<file path="config.mk">
export PLATFORM = sky130hd
export DESIGN_NAME = segment_lcd_readout_formatter_unit
export DESIGN_NICKNAME = d
export VERILOG_FILES = /design/src/rtl/slrf_pkg.sv /design/src/rtl/segment_lcd_readout_formatter_unit.sv
export SDC_FILE = /design/constraint.sdc
export NUM_CORES = 2
export LEC_CHECK = 0
export BUFFER_PORTS_ARGS = -buffer_cell sky130_fd_sc_hd__buf_2
export CAP_MARGIN = 10
export CORE_UTILIZATION = 44
export CTS_BUF_LIST = sky130_fd_sc_hd__clkbuf_8
export CTS_CLUSTER_SIZE = 16
export DETAILED_ROUTE_END_ITERATION = 10
export PLACE_DENSITY = 0.67
export SLEW_MARGIN = 10
export SYNTH_ARGS = -nofsm -noshare
export SYNTH_HDL_FRONTEND = slang
export SYNTH_SLANG_ARGS = --single-unit
</file>
<file path="constraint.sdc">
create_clock -name clk_i -period 18.1 [get_ports clk_i]
set_clock_uncertainty 0.2 [all_clocks]
set_input_delay 0.905 -clock clk_i [delete_from_list [all_inputs] [get_ports clk_i]]
set_output_delay 0.905 -clock clk_i [all_outputs]
set_load 0.02 [all_outputs]
</file>
<file path="src/rtl/slrf_pkg.sv">
package slrf_pkg;

  localparam int unsigned NUM_WRITES = 25;
  localparam int unsigned CNT_W      = $clog2(NUM_WRITES);
  localparam int unsigned ADDR_W     = 6;
  localparam int unsigned NUM_W      = 14;
  localparam int unsigned TIME_W     = 19;

  localparam logic [ADDR_W-1:0] LAST_ADDR = ADDR_W'(2 * (NUM_WRITES - 1));

  localparam logic [NUM_W-1:0]  NUM_MAX     = NUM_W'(9999);
  localparam logic [NUM_W-1:0]  BLANK_LIMIT = NUM_W'(999);
  localparam logic [NUM_W-1:0]  TENS_LIMIT  = NUM_W'(99);
  localparam logic [TIME_W-1:0] TIME_MAX    = TIME_W'(359999);
  localparam logic [TIME_W-1:0] HOUR_SECS   = TIME_W'(3600);

  localparam logic [7:0] SEG_DASH   = 8'h20;
  localparam logic [7:0] SEG_OFF    = 8'h00;
  localparam logic [7:0] LEGEND_P   = 8'h73;
  localparam logic [7:0] LEGEND_BAR = 8'h20;
  localparam logic [7:0] LEGEND_TWO = 8'h6B;

  typedef struct packed {
    logic [3:0] d3;
    logic [3:0] d2;
    logic [3:0] d1;
    logic [3:0] d0;
  } digits_t;

  typedef struct packed {
    logic [3:0] q1000;
    logic [6:0] q100;
    logic [9:0] q10;
  } quot_t;

  typedef struct packed {
    logic st_zero;
    logic st_b3;
    logic st_b2;
    logic at_b3;
    logic at_b2;
    logic hide;
    logic pre_zero;
    logic pre_hour;
  } flags_t;

  function automatic logic [7:0] act_seg(input logic [3:0] d);
    logic [7:0] s;
    unique case (d)
      4'd0: s = 8'hF5;
      4'd1: s = 8'h05;
      4'd2: s = 8'hD3;
      4'd3: s = 8'h97;
      4'd4: s = 8'h27;
      4'd5: s = 8'hB6;
      4'd6: s = 8'hF6;
      4'd7: s = 8'h15;
      4'd8: s = 8'hF7;
      4'd9: s = 8'hB7;
      default: s = SEG_OFF;
    endcase
    return s;
  endfunction

  function automatic logic [7:0] set_seg(input logic [3:0] d);
    logic [7:0] s;
    unique case (d)
      4'd0: s = 8'h5F;
      4'd1: s = 8'h06;
      4'd2: s = 8'h6B;
      4'd3: s = 8'h2F;
      4'd4: s = 8'h36;
      4'd5: s = 8'h3D;
      4'd6: s = 8'h7D;
      4'd7: s = 8'h07;
      4'd8: s = 8'h7F;
      4'd9: s = 8'h3F;
      default: s = SEG_OFF;
    endcase
    return s;
  endfunction

  function automatic logic [7:0] tim_seg(input logic [3:0] d);
    logic [7:0] s;
    unique case (d)
      4'd0: s = 8'h5F;
      4'd1: s = 8'h06;
      4'd2: s = 8'h3D;
      4'd3: s = 8'h2F;
      4'd4: s = 8'h66;
      4'd5: s = 8'h6B;
      4'd6: s = 8'h7B;
      4'd7: s = 8'h0E;
      4'd8: s = 8'h7F;
      4'd9: s = 8'h6F;
      default: s = SEG_OFF;
    endcase
    return s;
  endfunction

endpackage

</file>
<file path="src/rtl/segment_lcd_readout_formatter_unit.sv">
// Seven-segment LCD readout formatter. Each accepted item is one display
// snapshot; it passes a four-stage pipeline (input register, reciprocal
// quotients, digits, time digits) and is then sent as 25 LCD RAM writes to
// addresses 0, 2, ..., 48, one per cycle while out_ready_i is high, with
// last_write_o marking address 48. The output shift register therefore
// sets the rate: a new item is loaded only after the last write of the
// previous refresh. Up to four more items wait in the pipeline while a
// refresh drains; once all four are full, in_ready_o drops.
module segment_lcd_readout_formatter_unit
  import slrf_pkg::*;
(
  input  logic                clk_i,
  input  logic                rst_ni,
  input  logic                in_valid_i,
  output logic                in_ready_o,
  input  logic [NUM_W-1:0]    set_temp_i,
  input  logic [NUM_W-1:0]    actual_temp_i,
  input  logic [NUM_W-1:0]    set_speed_i,
  input  logic [NUM_W-1:0]    actual_speed_i,
  input  logic                hide_set_speed_i,
  input  logic [TIME_W-1:0]   time_preset_i,
  input  logic [TIME_W-1:0]   time_value_i,
  output logic                out_valid_o,
  input  logic                out_ready_i,
  output logic [ADDR_W-1:0]   lcd_address_o,
  output logic [7:0]          lcd_data_o,
  output logic                last_write_o
);

  function automatic quot_t quot_of(input logic [NUM_W-1:0] v);
    logic [29:0] p10;
    logic [26:0] p100;
    logic [27:0] p1000;
    quot_t       q;
    p10     = 30'(v) * 30'(52429);
    p100    = 27'(v) * 27'(5243);
    p1000   = 28'(v) * 28'(8389);
    q.q10   = p10[28:19];
    q.q100  = p100[25:19];
    q.q1000 = p1000[26:23];
    return q;
  endfunction

  function automatic digits_t digits_of(input logic [NUM_W-1:0] v, input quot_t q);
    logic [6:0]       r1;
    logic [9:0]       r2;
    logic [NUM_W-1:0] r3;
    digits_t          d;
    r1   = q.q100 - 7'(q.q1000) * 7'd10;
    r2   = q.q10 - 10'(q.q100) * 10'd10;
    r3   = v - NUM_W'(q.q10) * NUM_W'(10);
    d.d0 = q.q1000;
    d.d1 = r1[3:0];
    d.d2 = r2[3:0];
    d.d3 = r3[3:0];
    return d;
  endfunction

  function automatic logic [3:0] tens_of(input logic [6:0] x);
    logic [14:0] p;
    p = 15'(x) * 15'(205);
    return p[14:11];
  endfunction

  function automatic logic [3:0] ones_of(input logic [6:0] x, input logic [3:0] t);
    logic [6:0] r;
    r = x - 7'(t) * 7'd10;
    return r[3:0];
  endfunction

  // stage 0: input register, saturated
  logic              s0_v_q;
  logic [NUM_W-1:0]  s0_st_q, s0_at_q, s0_sp_q, s0_ap_q;
  logic [TIME_W-1:0] s0_t_q;
  logic              s0_hide_q, s0_pzero_q, s0_phour_q;

  // stage 1: quotients
  logic              s1_v_q;
  logic [NUM_W-1:0]  s1_st_q, s1_at_q, s1_sp_q, s1_ap_q;
  quot_t             s1_qst_q, s1_qat_q, s1_qsp_q, s1_qap_q;
  logic [TIME_W-1:0] s1_t_q;
  logic [12:0]       s1_q60_q;
  logic [6:0]        s1_q3600_q;
  flags_t            s1_fl_q;

  // stage 2: digits
  logic              s2_v_q;
  digits_t           s2_dst_q, s2_dat_q, s2_dsp_q, s2_dap_q;
  logic [6:0]        s2_hi_q, s2_lo_q;
  flags_t            s2_fl_q;

  // stage 3: time digits
  logic              s3_v_q;
  digits_t           s3_dst_q, s3_dat_q, s3_dsp_q, s3_dap_q;
  digits_t           s3_dtm_q;
  flags_t            s3_fl_q;

  // output shift register
  logic              emit_v_q;
  logic [CNT_W-1:0]  cnt_q;
  logic [7:0]        bytes_q [NUM_WRITES];

  logic rdy1, rdy2, rdy3, emit_free, in_acc, out_acc, is_last;

  assign is_last   = (cnt_q == CNT_W'(NUM_WRITES - 1));
  assign out_acc   = emit_v_q && out_ready_i;
  assign emit_free = !emit_v_q || (out_acc && is_last);
  assign rdy3      = !s3_v_q || emit_free;
  assign rdy2      = !s2_v_q || rdy3;
  assign rdy1      = !s1_v_q || rdy2;
  assign in_ready_o = !s0_v_q || rdy1;
  assign in_acc    = in_valid_i && in_ready_o;

  assign out_valid_o   = emit_v_q;
  assign lcd_address_o = {cnt_q, 1'b0};
  assign lcd_data_o    = bytes_q[0];
  assign last_write_o  = is_last;

  always_ff @(posedge clk_i or negedge rst_ni) begin
    if (!rst_ni) begin
      s0_v_q   <= 1'b0;
      s1_v_q   <= 1'b0;
      s2_v_q   <= 1'b0;
      s3_v_q   <= 1'b0;
      emit_v_q <= 1'b0;
      cnt_q    <= '0;
    end else begin
      if (in_acc) begin
        s0_v_q <= 1'b1;
      end else if (rdy1) begin
        s0_v_q <= 1'b0;
      end
      if (rdy1) begin
        s1_v_q <= s0_v_q;
      end
      if (rdy2) begin
        s2_v_q <= s1_v_q;
      end
      if (rdy3) begin
        s3_v_q <= s2_v_q;
      end
      if (emit_free && s3_v_q) begin
        emit_v_q <= 1'b1;
        cnt_q    <= '0;
      end else if (out_acc) begin
        if (is_last) begin
          emit_v_q <= 1'b0;
        end else begin
          cnt_q <= cnt_q + CNT_W'(1);
        end
      end
    end
  end

  function automatic logic [NUM_W-1:0] sat_num(input logic [NUM_W-1:0] v);
    return (v > NUM_MAX) ? NUM_MAX : v;
  endfunction

  always_ff @(posedge clk_i) begin
    if (in_acc) begin
      s0_st_q    <= sat_num(set_temp_i);
      s0_at_q    <= sat_num(actual_temp_i);
      s0_sp_q    <= sat_num(set_speed_i);
      s0_ap_q    <= sat_num(actual_speed_i);
      s0_t_q     <= (time_value_i > TIME_MAX) ? TIME_MAX : time_value_i;
      s0_hide_q  <= hide_set_speed_i;
      s0_pzero_q <= (time_preset_i == '0);
      s0_phour_q <= (time_preset_i >= HOUR_SECS);
    end
  end

  logic [37:0] p60;
  logic [38:0] p3600;
  assign p60   = 38'(s0_t_q) * 38'(279621);
  assign p3600 = 39'(s0_t_q) * 39'(596524);

  always_ff @(posedge clk_i) begin
    if (rdy1) begin
      s1_st_q          <= s0_st_q;
      s1_at_q          <= s0_at_q;
      s1_sp_q          <= s0_sp_q;
      s1_ap_q          <= s0_ap_q;
      s1_qst_q         <= quot_of(s0_st_q);
      s1_qat_q         <= quot_of(s0_at_q);
      s1_qsp_q         <= quot_of(s0_sp_q);
      s1_qap_q         <= quot_of(s0_ap_q);
      s1_t_q           <= s0_t_q;
      s1_q60_q         <= p60[36:24];
      s1_q3600_q       <= p3600[37:31];
      s1_fl_q.st_zero  <= (s0_st_q == '0);
      s1_fl_q.st_b3    <= (s0_st_q <= BLANK_LIMIT);
      s1_fl_q.st_b2    <= (s0_st_q <= TENS_LIMIT);
      s1_fl_q.at_b3    <= (s0_at_q <= BLANK_LIMIT);
      s1_fl_q.at_b2    <= (s0_at_q <= TENS_LIMIT);
      s1_fl_q.hide     <= s0_hide_q;
      s1_fl_q.pre_zero <= s0_pzero_q;
      s1_fl_q.pre_hour <= s0_phour_q;
    end
  end

  logic [TIME_W-1:0] sec_full;
  logic [12:0]       minh_full;
  logic [6:0]        sec_v, minh_v;
  assign sec_full  = s1_t_q - TIME_W'(s1_q60_q) * TIME_W'(60);
  assign minh_full = s1_q60_q - 13'(s1_q3600_q) * 13'd60;
  assign sec_v     = sec_full[6:0];
  assign minh_v    = minh_full[6:0];

  always_ff @(posedge clk_i) begin
    if (rdy2) begin
      s2_dst_q <= digits_of(s1_st_q, s1_qst_q);
      s2_dat_q <= digits_of(s1_at_q, s1_qat_q);
      s2_dsp_q <= digits_of(s1_sp_q, s1_qsp_q);
      s2_dap_q <= digits_of(s1_ap_q, s1_qap_q);
      s2_hi_q  <= s1_fl_q.pre_hour ? s1_q3600_q : minh_v;
      s2_lo_q  <= s1_fl_q.pre_hour ? minh_v : sec_v;
      s2_fl_q  <= s1_fl_q;
    end
  end

  logic [3:0] hi_t, lo_t;
  assign hi_t = tens_of(s2_hi_q);
  assign lo_t = tens_of(s2_lo_q);

  always_ff @(posedge clk_i) begin
    if (rdy3) begin
      s3_dst_q    <= s2_dst_q;
      s3_dat_q    <= s2_dat_q;
      s3_dsp_q    <= s2_dsp_q;
      s3_dap_q    <= s2_dap_q;
      s3_dtm_q.d0 <= hi_t;
      s3_dtm_q.d1 <= ones_of(s2_hi_q, hi_t);
      s3_dtm_q.d2 <= lo_t;
      s3_dtm_q.d3 <= ones_of(s2_lo_q, lo_t);
      s3_fl_q     <= s2_fl_q;
    end
  end

  logic [7:0] ts [4];
  logic [7:0] ta [4];
  logic [7:0] ss [4];
  logic [7:0] sa [4];
  logic [7:0] tm [4];
  logic [7:0] pack [NUM_WRITES];

  always_comb begin
    ts[0] = set_seg(s3_dst_q.d0);
    ts[1] = set_seg(s3_dst_q.d1);
    ts[2] = set_seg(s3_dst_q.d2);
    ts[3] = set_seg(s3_dst_q.d3);
    if (s3_fl_q.st_b3) ts[0] = SEG_OFF;
    if (s3_fl_q.st_b2) ts[1] = SEG_OFF;
    if (s3_fl_q.st_zero) begin
      for (int i = 0; i < 4; i++) ts[i] = SEG_DASH;
    end

    ta[0] = s3_fl_q.at_b3 ? SEG_OFF : act_seg(s3_dat_q.d0);
    ta[1] = s3_fl_q.at_b2 ? SEG_OFF : act_seg(s3_dat_q.d1);
    ta[2] = act_seg(s3_dat_q.d2);
    ta[3] = act_seg(s3_dat_q.d3);

    ss[0] = s3_fl_q.hide ? SEG_OFF : set_seg(s3_dsp_q.d0);
    ss[1] = s3_fl_q.hide ? SEG_OFF : set_seg(s3_dsp_q.d1);
    ss[2] = s3_fl_q.hide ? SEG_OFF : set_seg(s3_dsp_q.d2);
    ss[3] = s3_fl_q.hide ? SEG_OFF : set_seg(s3_dsp_q.d3);

    sa[0] = act_seg(s3_dap_q.d0);
    sa[1] = act_seg(s3_dap_q.d1);
    sa[2] = act_seg(s3_dap_q.d2);
    sa[3] = act_seg(s3_dap_q.d3);

    tm[0] = s3_fl_q.pre_zero ? SEG_DASH : tim_seg(s3_dtm_q.d0);
    tm[1] = s3_fl_q.pre_zero ? SEG_DASH : tim_seg(s3_dtm_q.d1);
    tm[2] = s3_fl_q.pre_zero ? SEG_DASH : tim_seg(s3_dtm_q.d2);
    tm[3] = s3_fl_q.pre_zero ? SEG_DASH : tim_seg(s3_dtm_q.d3);

    // temperature
    pack[0]  = {1'b0, ts[0][6:4], ta[0][7:4]};
    pack[1]  = {1'b0, ts[0][3:0], ta[0][2:0]};
    pack[2]  = {1'b0, ts[1][6:4], ta[1][7:4]};
    pack[3]  = {1'b0, ts[1][3:0], ta[1][2:0]};
    pack[4]  = {1'b0, ts[2][6:4], ta[2][7:4]};
    pack[5]  = {ts[2][3:0], 1'b1, ta[2][2:0]};
    pack[6]  = {1'b1, ts[3][6:4], ta[3][7:4]};
    pack[7]  = {1'b1, ts[3][3:0], ta[3][2:0]};
    // speed
    pack[8]  = SEG_OFF;
    pack[9]  = {1'b0, ss[0][6:4], sa[0][7:4]};
    pack[10] = {1'b0, ss[0][3:0], sa[0][2:0]};
    pack[11] = {1'b0, ss[1][6:4], sa[1][7:4]};
    pack[12] = {ss[1][3:0], sa[1][2:0], 1'b0};
    pack[13] = {1'b0, ss[2][6:4], sa[2][7:4]};
    pack[14] = {1'b0, ss[2][3:0], sa[2][2:0]};
    pack[15] = {1'b0, ss[3][6:4], sa[3][7:4]};
    pack[16] = {1'b0, ss[3][3:0], sa[3][2:0]};
    // time and legend
    pack[17] = {4'b0, tm[0][3:0]};
    pack[18] = {5'b0, tm[0][6:4]};
    pack[19] = {LEGEND_P[6:4], 1'b0, tm[1][3:0]};
    pack[20] = {LEGEND_P[3:0], tm[1][6:4], 1'b0};
    pack[21] = {LEGEND_BAR[6:4], 1'b0, tm[2][3:0]};
    pack[22] = {LEGEND_BAR[3:0], 1'b0, tm[2][6:4]};
    pack[23] = {LEGEND_TWO[6:4], 1'b0, tm[3][3:0]};
    pack[24] = {LEGEND_TWO[3:0], 1'b0, tm[3][6:4]};
  end

  always_ff @(posedge clk_i) begin
    if (emit_free && s3_v_q) begin
      for (int k = 0; k < NUM_WRITES; k++) bytes_q[k] <= pack[k];
    end else if (out_acc) begin
      for (int k = 0; k < NUM_WRITES - 1; k++) bytes_q[k] <= bytes_q[k+1];
    end
  end

endmodule

</file>
# Word-level counts from Yosys, hierarchy flattened

Memory sizes are Yosys's and may differ from the RTL's. A register that Yosys moved wholly into a read port is not among the register bits.
Index checks and enable logic that the tools add are counted.

Flip-flop bits (word level): 395
Memory bits (writable): 200
Memory bits (read-only): 2240
Bits of input ports: 99
Output and inout bits: 17
Memories: 21

Memory list:

| name            | depth | width | rd ports | clocked after Yosys merged registers in | write ports | RTL line                                  | source |
|---|---|---|---|---|---|---|---|
| bytes_q         | 25    | 8     | 25       | 0                                       | 25          | segment_lcd_readout_formatter_unit.sv:101 | `logic [7:0] bytes_q [NUM_WRITES];` |
| (no name shown) | 16    | 7     | 1        | 1                                       | 0           | slrf_pkg.sv:67                            | `unique case (d)` |
| (no name shown) | 16    | 7     | 1        | 1                                       | 0           | slrf_pkg.sv:67                            |  |
| (no name shown) | 16    | 7     | 1        | 1                                       | 0           | slrf_pkg.sv:67                            |  |
| (no name shown) | 16    | 7     | 1        | 1                                       | 0           | slrf_pkg.sv:67                            |  |
| (no name shown) | 16    | 7     | 1        | 1                                       | 0           | slrf_pkg.sv:49                            | `unique case (d)` |
| +15 memories    | -     | -     | -        | -                                       | -           | -                                         |  |

Add/sub/neg operators: 17
$mul: 32
Order comparisons: 10
Eq/ne operators: 2
Mux-type cells: 72
Bitwise operators: 24
Reduce and logical (&&, ||, !) cells: 21

Operators by type and width:

| kind                                                  | number |
|---|---|
| 2-to-1 mux 8 bit                                      | 27 |
| multiplier 14 x 16 -> 29 bit, second input constant   | 4 |
| multiplier 14 x 14 -> 27 bit, second input constant   | 4 |
| multiplier 14 x 13 -> 26 bit, second input constant   | 4 |
| 2-to-1 mux 4 bit                                      | 20 |
| 2-to-1 mux 7 bit                                      | 11 |
| greater-than comparator 14 bit, second input constant | 4 |
| subtractor 4 bit                                      | 14 |
| multiplier 10 x 3 -> 3 bit, second input constant     | 4 |
| multiplier 19 x 19 -> 37 bit, second input constant   | 1 |
| multiplier 19 x 18 -> 36 bit, second input constant   | 1 |
| 2-to-1 mux 31 bit                                     | 1 |
| multiplier 7 x 8 -> 15 bit, second input constant     | 2 |
| <= comparator 14 x 10 -> 1 bit, second input constant | 2 |
| <= comparator 14 x 7 -> 1 bit, second input constant  | 2 |
| multiplier 7 x 3 -> 3 bit, second input constant      | 4 |
| multiplier 4 x 3 -> 3 bit, second input constant      | 6 |
| bitwise OR 1 bit                                      | 24 |
| >= comparator 19 x 12 -> 1 bit, second input constant | 1 |
| greater-than comparator 19 bit, second input constant | 1 |
| logical NOT 19 bit                                    | 1 |
| 2-to-1 mux 5 bit                                      | 3 |
| logical NOT 14 bit                                    | 1 |
| subtractor 7 bit                                      | 2 |
| other kinds (11)                                      | 34 |

# Logic depth before layout (Yosys ltp)

Word-level depth: 9
Mapped depth: 22
Depth with buffers taken out: 22

# Worst setup path before layout

No wires, ideal clock.

Path kind: flip-flop to flip-flop
From: register emit_v_q (netlist: out_valid_o)
To: register cnt_q[3]
Setup time: 75 ps
Arrival: 14825 ps
Path slack: 2999 ps
Cell stages (with the launch flop): 5
Path buffers: 0
Clock period less this slack: 15101 ps
Cell sequence: dfrtp_1 > o21ai_0 > nand4_1 > xor2_1 > nor2_1

Cells in the longest elaborated chain, start to end: 6
Elaborated cells between the ends (all ways): 9
Those cells by class: eq/ne (1); mux (1); reduce/logical (7)

RTL lines:

| item                                                                                  | RTL line                                  | source |
|---|---|---|
| start, declared                                                                       | segment_lcd_readout_formatter_unit.sv:99  | `logic emit_v_q;` |
| start signal, assigned                                                                | segment_lcd_readout_formatter_unit.sv:125 | `emit_v_q <= 1'b0;` |
| start signal, assigned                                                                | segment_lcd_readout_formatter_unit.sv:143 | `emit_v_q <= 1'b1;` |
| start signal, assigned                                                                | segment_lcd_readout_formatter_unit.sv:147 | `emit_v_q <= 1'b0;` |
| logical AND 1 bit                                                                     | segment_lcd_readout_formatter_unit.sv:106 | `assign out_acc = emit_v_q && out_ready_i;` |
| logical AND 1 bit                                                                     | segment_lcd_readout_formatter_unit.sv:107 | `assign emit_free = !emit_v_q \|\| (out_acc && is_last);` |
| logical OR 1 bit                                                                      | segment_lcd_readout_formatter_unit.sv:107 |  |
| logical AND 1 bit                                                                     | segment_lcd_readout_formatter_unit.sv:142 | `if (emit_free && s3_v_q) begin` |
| inequality test 2 x 1 -> 1 bit (no source line) or nonzero test 2 bit (tied branches) | -                                         |  |
| AND reduction 2 bit (no source line)                                                  | -                                         |  |
| end signal, assigned                                                                  | segment_lcd_readout_formatter_unit.sv:149 | `cnt_q <= cnt_q + CNT_W'(1);` |
| end, declared                                                                         | segment_lcd_readout_formatter_unit.sv:100 | `logic [CNT_W-1:0] cnt_q;` |

Parallel ways exist; a longest one is shown, timed or not.
A chain may end at the register's enable or synchronous reset.

# Worst setup path in the final report

From: register s0_at_q[8]
To: register s1_qat_q[3] (netlist name), data pin

Cells in the longest elaborated chain, start to end: 1

RTL lines:

| item                         | RTL line                                  | source |
|---|---|---|
| start, declared              | segment_lcd_readout_formatter_unit.sv:73  | `logic [NUM_W-1:0] s0_st_q, s0_at_q, s0_sp_q, s0_ap_q;` |
| start signal, assigned       | segment_lcd_readout_formatter_unit.sv:162 | `s0_at_q <= sat_num(actual_temp_i);` |
| multiplier 14 x 16 -> 29 bit | segment_lcd_readout_formatter_unit.sv:35  | `p10 = 30'(v) * 30'(52429);` |
| end signal, assigned         | segment_lcd_readout_formatter_unit.sv:184 | `s1_qat_q <= quot_of(s0_at_q);` |
| end, declared                | segment_lcd_readout_formatter_unit.sv:80  | `quot_t s1_qst_q, s1_qat_q, s1_qsp_q, s1_qap_q;` |

Every way passes these cells.

==> impl_results.md <==
* Crit Path Class: reg -> reg
* WL/cell at 16.07 µm
* Post-CTS sizing at 0
* Worst Setup Start Kind: flip-flop
* Clk slew on worst S/H paths at roughly 0.08 ns
* Gate Count Post-Synth at approximately 6300
* Crit-path max FO at 14
* Register area share after synthesis at 27.85%
* Setup ws final at about 12 ns
* Port Buffers at 114
* Clk_lat worst skew at 0.79 ns
* Initial antenna violation count at 3
* Layout fillers at approximately 14000
* Area share of the largest cell type after synthesis at 25.72%
* Largest area contributor in the netlist: ha_1
* Fin crit share at 35.81%
* # Post-CTS Setup Buffers at 0
* Final hold viol count at 0
* HPWL Detailed at 111.3 mm
* Post-Route WL at ~140 mm
* Synth area leaders: ha_1 26%, edfxtp_1 23%, fa_1 20%, inv_1 8.4%, dfxtp_1 4.1%
* Grt met2 use at 30.25%
* Die Y at 394.8 µm
* Post-CTS Hold Fix Bufs at 1
* First-pass GRT wire length at around 230 mm
* Critical Path RT at ~18 ns
* Starting DRC count in detailed routing at 2134
* Final instance area at 0.07354 mm²
* Worst Setup End Kind: flip-flop
* Power Density at 82.64 mW/mm²
* Post-DP Area at 0.07092 mm²
* CTS tree: done
* Fin Setup TNS at 0 ns
* # IOs at between 100 and 150
* Cts bufs inserted at between 100 and 150
* GR Util met1 at ~25%
* Syn Nets at between 8000 and 9000
* GRT met3 Usage at 2.713%
* Multi-input gate area at 0.04304 mm²
* RSZ-0062 raised after global routing: no
* # clock sinks at just under 700
* # setup viols final at 0
* Ys async rst share at 1.475%
* Max-cap violations at 0
* DRC viols at 0
* Most Used Layer, Global Route: met2
* CTS Buffer Depth at 3
* DIE WIDTH at 394.8 µm
* Share of layout cells above drive strength 1 at 5.980%
* Die area at approximately 0.16 mm²
* Nets at 8618
* Vias at approximately 42000
* Core Region at around 0.15 mm²
* Mean Syn Cell Area at roughly 11 µm²
* Final ANT Viol Nets at 0
* Slew @ Worst Pin at 1.216 ns
* Crit path DAT at a little under 7 ns
* Worst slew margin at 16.85%
* Drt pass-1 iters at 5
* Largest net degree at the start of global routing at 178
* Pre-CTS setup slack at 11.65 ns
* Yosys warnings at 0
* Run status: finished clean
* Synth Flop Type: edfxtp_1
* Max-slew violation count at 0
* Cell Area, Synth at 0.06790 mm²
* Fmax at 0.1543 GHz
* Vias in the first global route at 45400
* Worst vdd ir at a little under 0.07 mV
* Total grt overflow at 0
* Gpl congestion at between 0.9 and 1
* CTS H-tree depth at 3
* Register Area at between 0.015 and 0.02 mm²
* Count of cell types in the netlist at 87
* Min-delay worst type: in -> reg
* Syn-to-layout area delta at 8.301%
* FP Rows at ~140
* Post-synth EDFFs at roughly 530
* Initial Util at 44.49%
* Final Critical Period at roughly 6.5 ns
* DR vias/cell at 4.924
* Root Driver: clkbuf_8
* Yosys reg bits at between 600 and 700
* GRT Total Usage at 18.27%
* Lkg Pwr at 37.67 nW
## final cells by class
| class | instances | area share, % |
|---|---|---|
| inverter | 1513 | 7.730 |
| clock inverter | 80 | 0.9239 |
| tap | 2030 | 3.454 |
| timing repair buffer | 137 | 1.031 |
| sequential | 678 | 25.71 |
| multi-input combinational | 3991 | 58.53 |
| antenna | 1 | 0.003403 |
| clock buffer | 140 | 2.620 |
## Yosys cell counts, drive strengths merged (7+ instances only)
| cell | number |
|---|---|
| and3 | 12 |
| edfxtp | 528 |
| a22o | 18 |
| nand2 | 508 |
| nor3 | 35 |
| and2 | 62 |
| o21bai | 15 |
| or3 | 9 |
| o21a | 31 |
| ha | 1396 |
| nand3b | 59 |
| o21ai | 145 |
| buf | 20 |
| nand3 | 50 |
| o22ai | 33 |
| or2 | 24 |
| a31oi | 30 |
| inv | 1513 |
| dfxtp | 140 |
| nor4 | 15 |
| fa | 685 |
| dfrtp | 10 |
| o2111ai | 9 |
| xnor2 | 146 |
| a21oi | 114 |
| o31ai | 7 |
| xor2 | 57 |
| nand4 | 21 |
| a211oi | 25 |
| nand2b | 65 |
| nor2b | 33 |
| clkbuf | 56 |
| a41o | 7 |
| a21o | 72 |
| mux2i | 113 |
| nor2 | 87 |
| mux2 | 16 |
## logic make-up after synthesis
logic type | after synthesis | share of synthesized area, %
adder cells (fa/ha/maj) | 2081 | 45.92
buffers and inverters | 1589 | 8.856
AND/OR/NAND/NOR | 999 | 7.054
flip-flops | 678 | 27.85
AO/OA/AOI/OAI | 574 | 5.530
XOR/XNOR | 207 | 2.762
multiplexers | 129 | 2.025
other | 1 | 0.005523
## worst max-delay path, cell delays in order (launching register included)
cell	delay, ns
edfxtp_1	0.81
inv_1	0.27
ha_1	0.47
ha_1	0.32
ha_1	0.28
inv_1	0.05
fa_1	0.51
inv_1	0.06
fa_1	0.53
inv_1	0.05
fa_1	0.50
inv_1	0.04
ha_1	0.26
o21ai_0	0.10
a2111oi_0	0.44
nor3_1	0.17
o311ai_0	0.44
o211ai_1	0.21
o21ba_2	0.25
o21bai_1	0.16
xnor2_1	0.08
## layer usage
| layer | share of wire (%) | wire (µm) |
|---|---|---|
| met3 | 3.8 | 5227 |
| met2 | 47 | 64530 |
| met5 | 0.012 | 17 |
| met1 | 47 | 64870 |
| met4 | 2.2 | 3052 |
## stage by stage
stage               hold WS [ns]  util, %  power [mW]  cells
global route             0.05226    48.18       6.670   8570
finish                    0.1149    48.18       6.077   8570
CTS                      0.01454    48.18       6.176   8569
detailed placement        0.2045    46.47       4.603   8348
global placement          0.2010    46.47       4.507   8348
floorplan                 0.2003        -       3.938   6258
## report_power, final
part	leakage [nW]	internal, mW	total (mW)	switching (mW)
sequential	6.21	1.84	1.90	0.0603
combinational	30.0	1.16	2.66	1.50
clock	1.44	0.842	1.52	0.677
## layout by cell type, fill, tap and decap left out, types with 24 or more instances in the layout
master	Yosys	routed
ha_1	1396	1396
and2_1	62	61
o21ai_0	140	139
a21oi_1	112	112
a21o_1	72	72
nand2b_1	65	65
edfxtp_1	528	528
a211oi_1	24	24
xnor2_1	146	146
clkbuf_8	0	140
mux2i_1	103	103
buf_2	9	114
nand3_1	50	48
a31oi_1	30	30
or2_2	24	24
nor2b_1	33	33
nand2_1	508	507
inv_1	1511	1546
xor2_1	56	56
fa_1	685	685
nand3b_1	59	59
nor2_1	86	85
dfxtp_1	140	140
o22ai_1	33	33
nor3_1	31	31
o21a_1	31	31
## final timing paths
path / endpoint / startpoint / cells after the start / slack (ns)
setup reg to reg: s1_qat_q[3] / s0_at_q[8] / 20 / 11.62
setup / recovery: s1_qat_q[3] / s0_at_q[8] / 20 / 11.62
hold reg to reg: s3_fl_q[2] / s2_fl_q[2] / 0 / 0.19
hold / removal: s0_v_q / in_valid_i / 2 / 0.11
max in group asynchronous: cnt_q[2] / rst_ni / 2 / 17.19
min in group asynchronous: s0_v_q / rst_ni / 2 / 0.30
(Power assumes the default switching activity.)
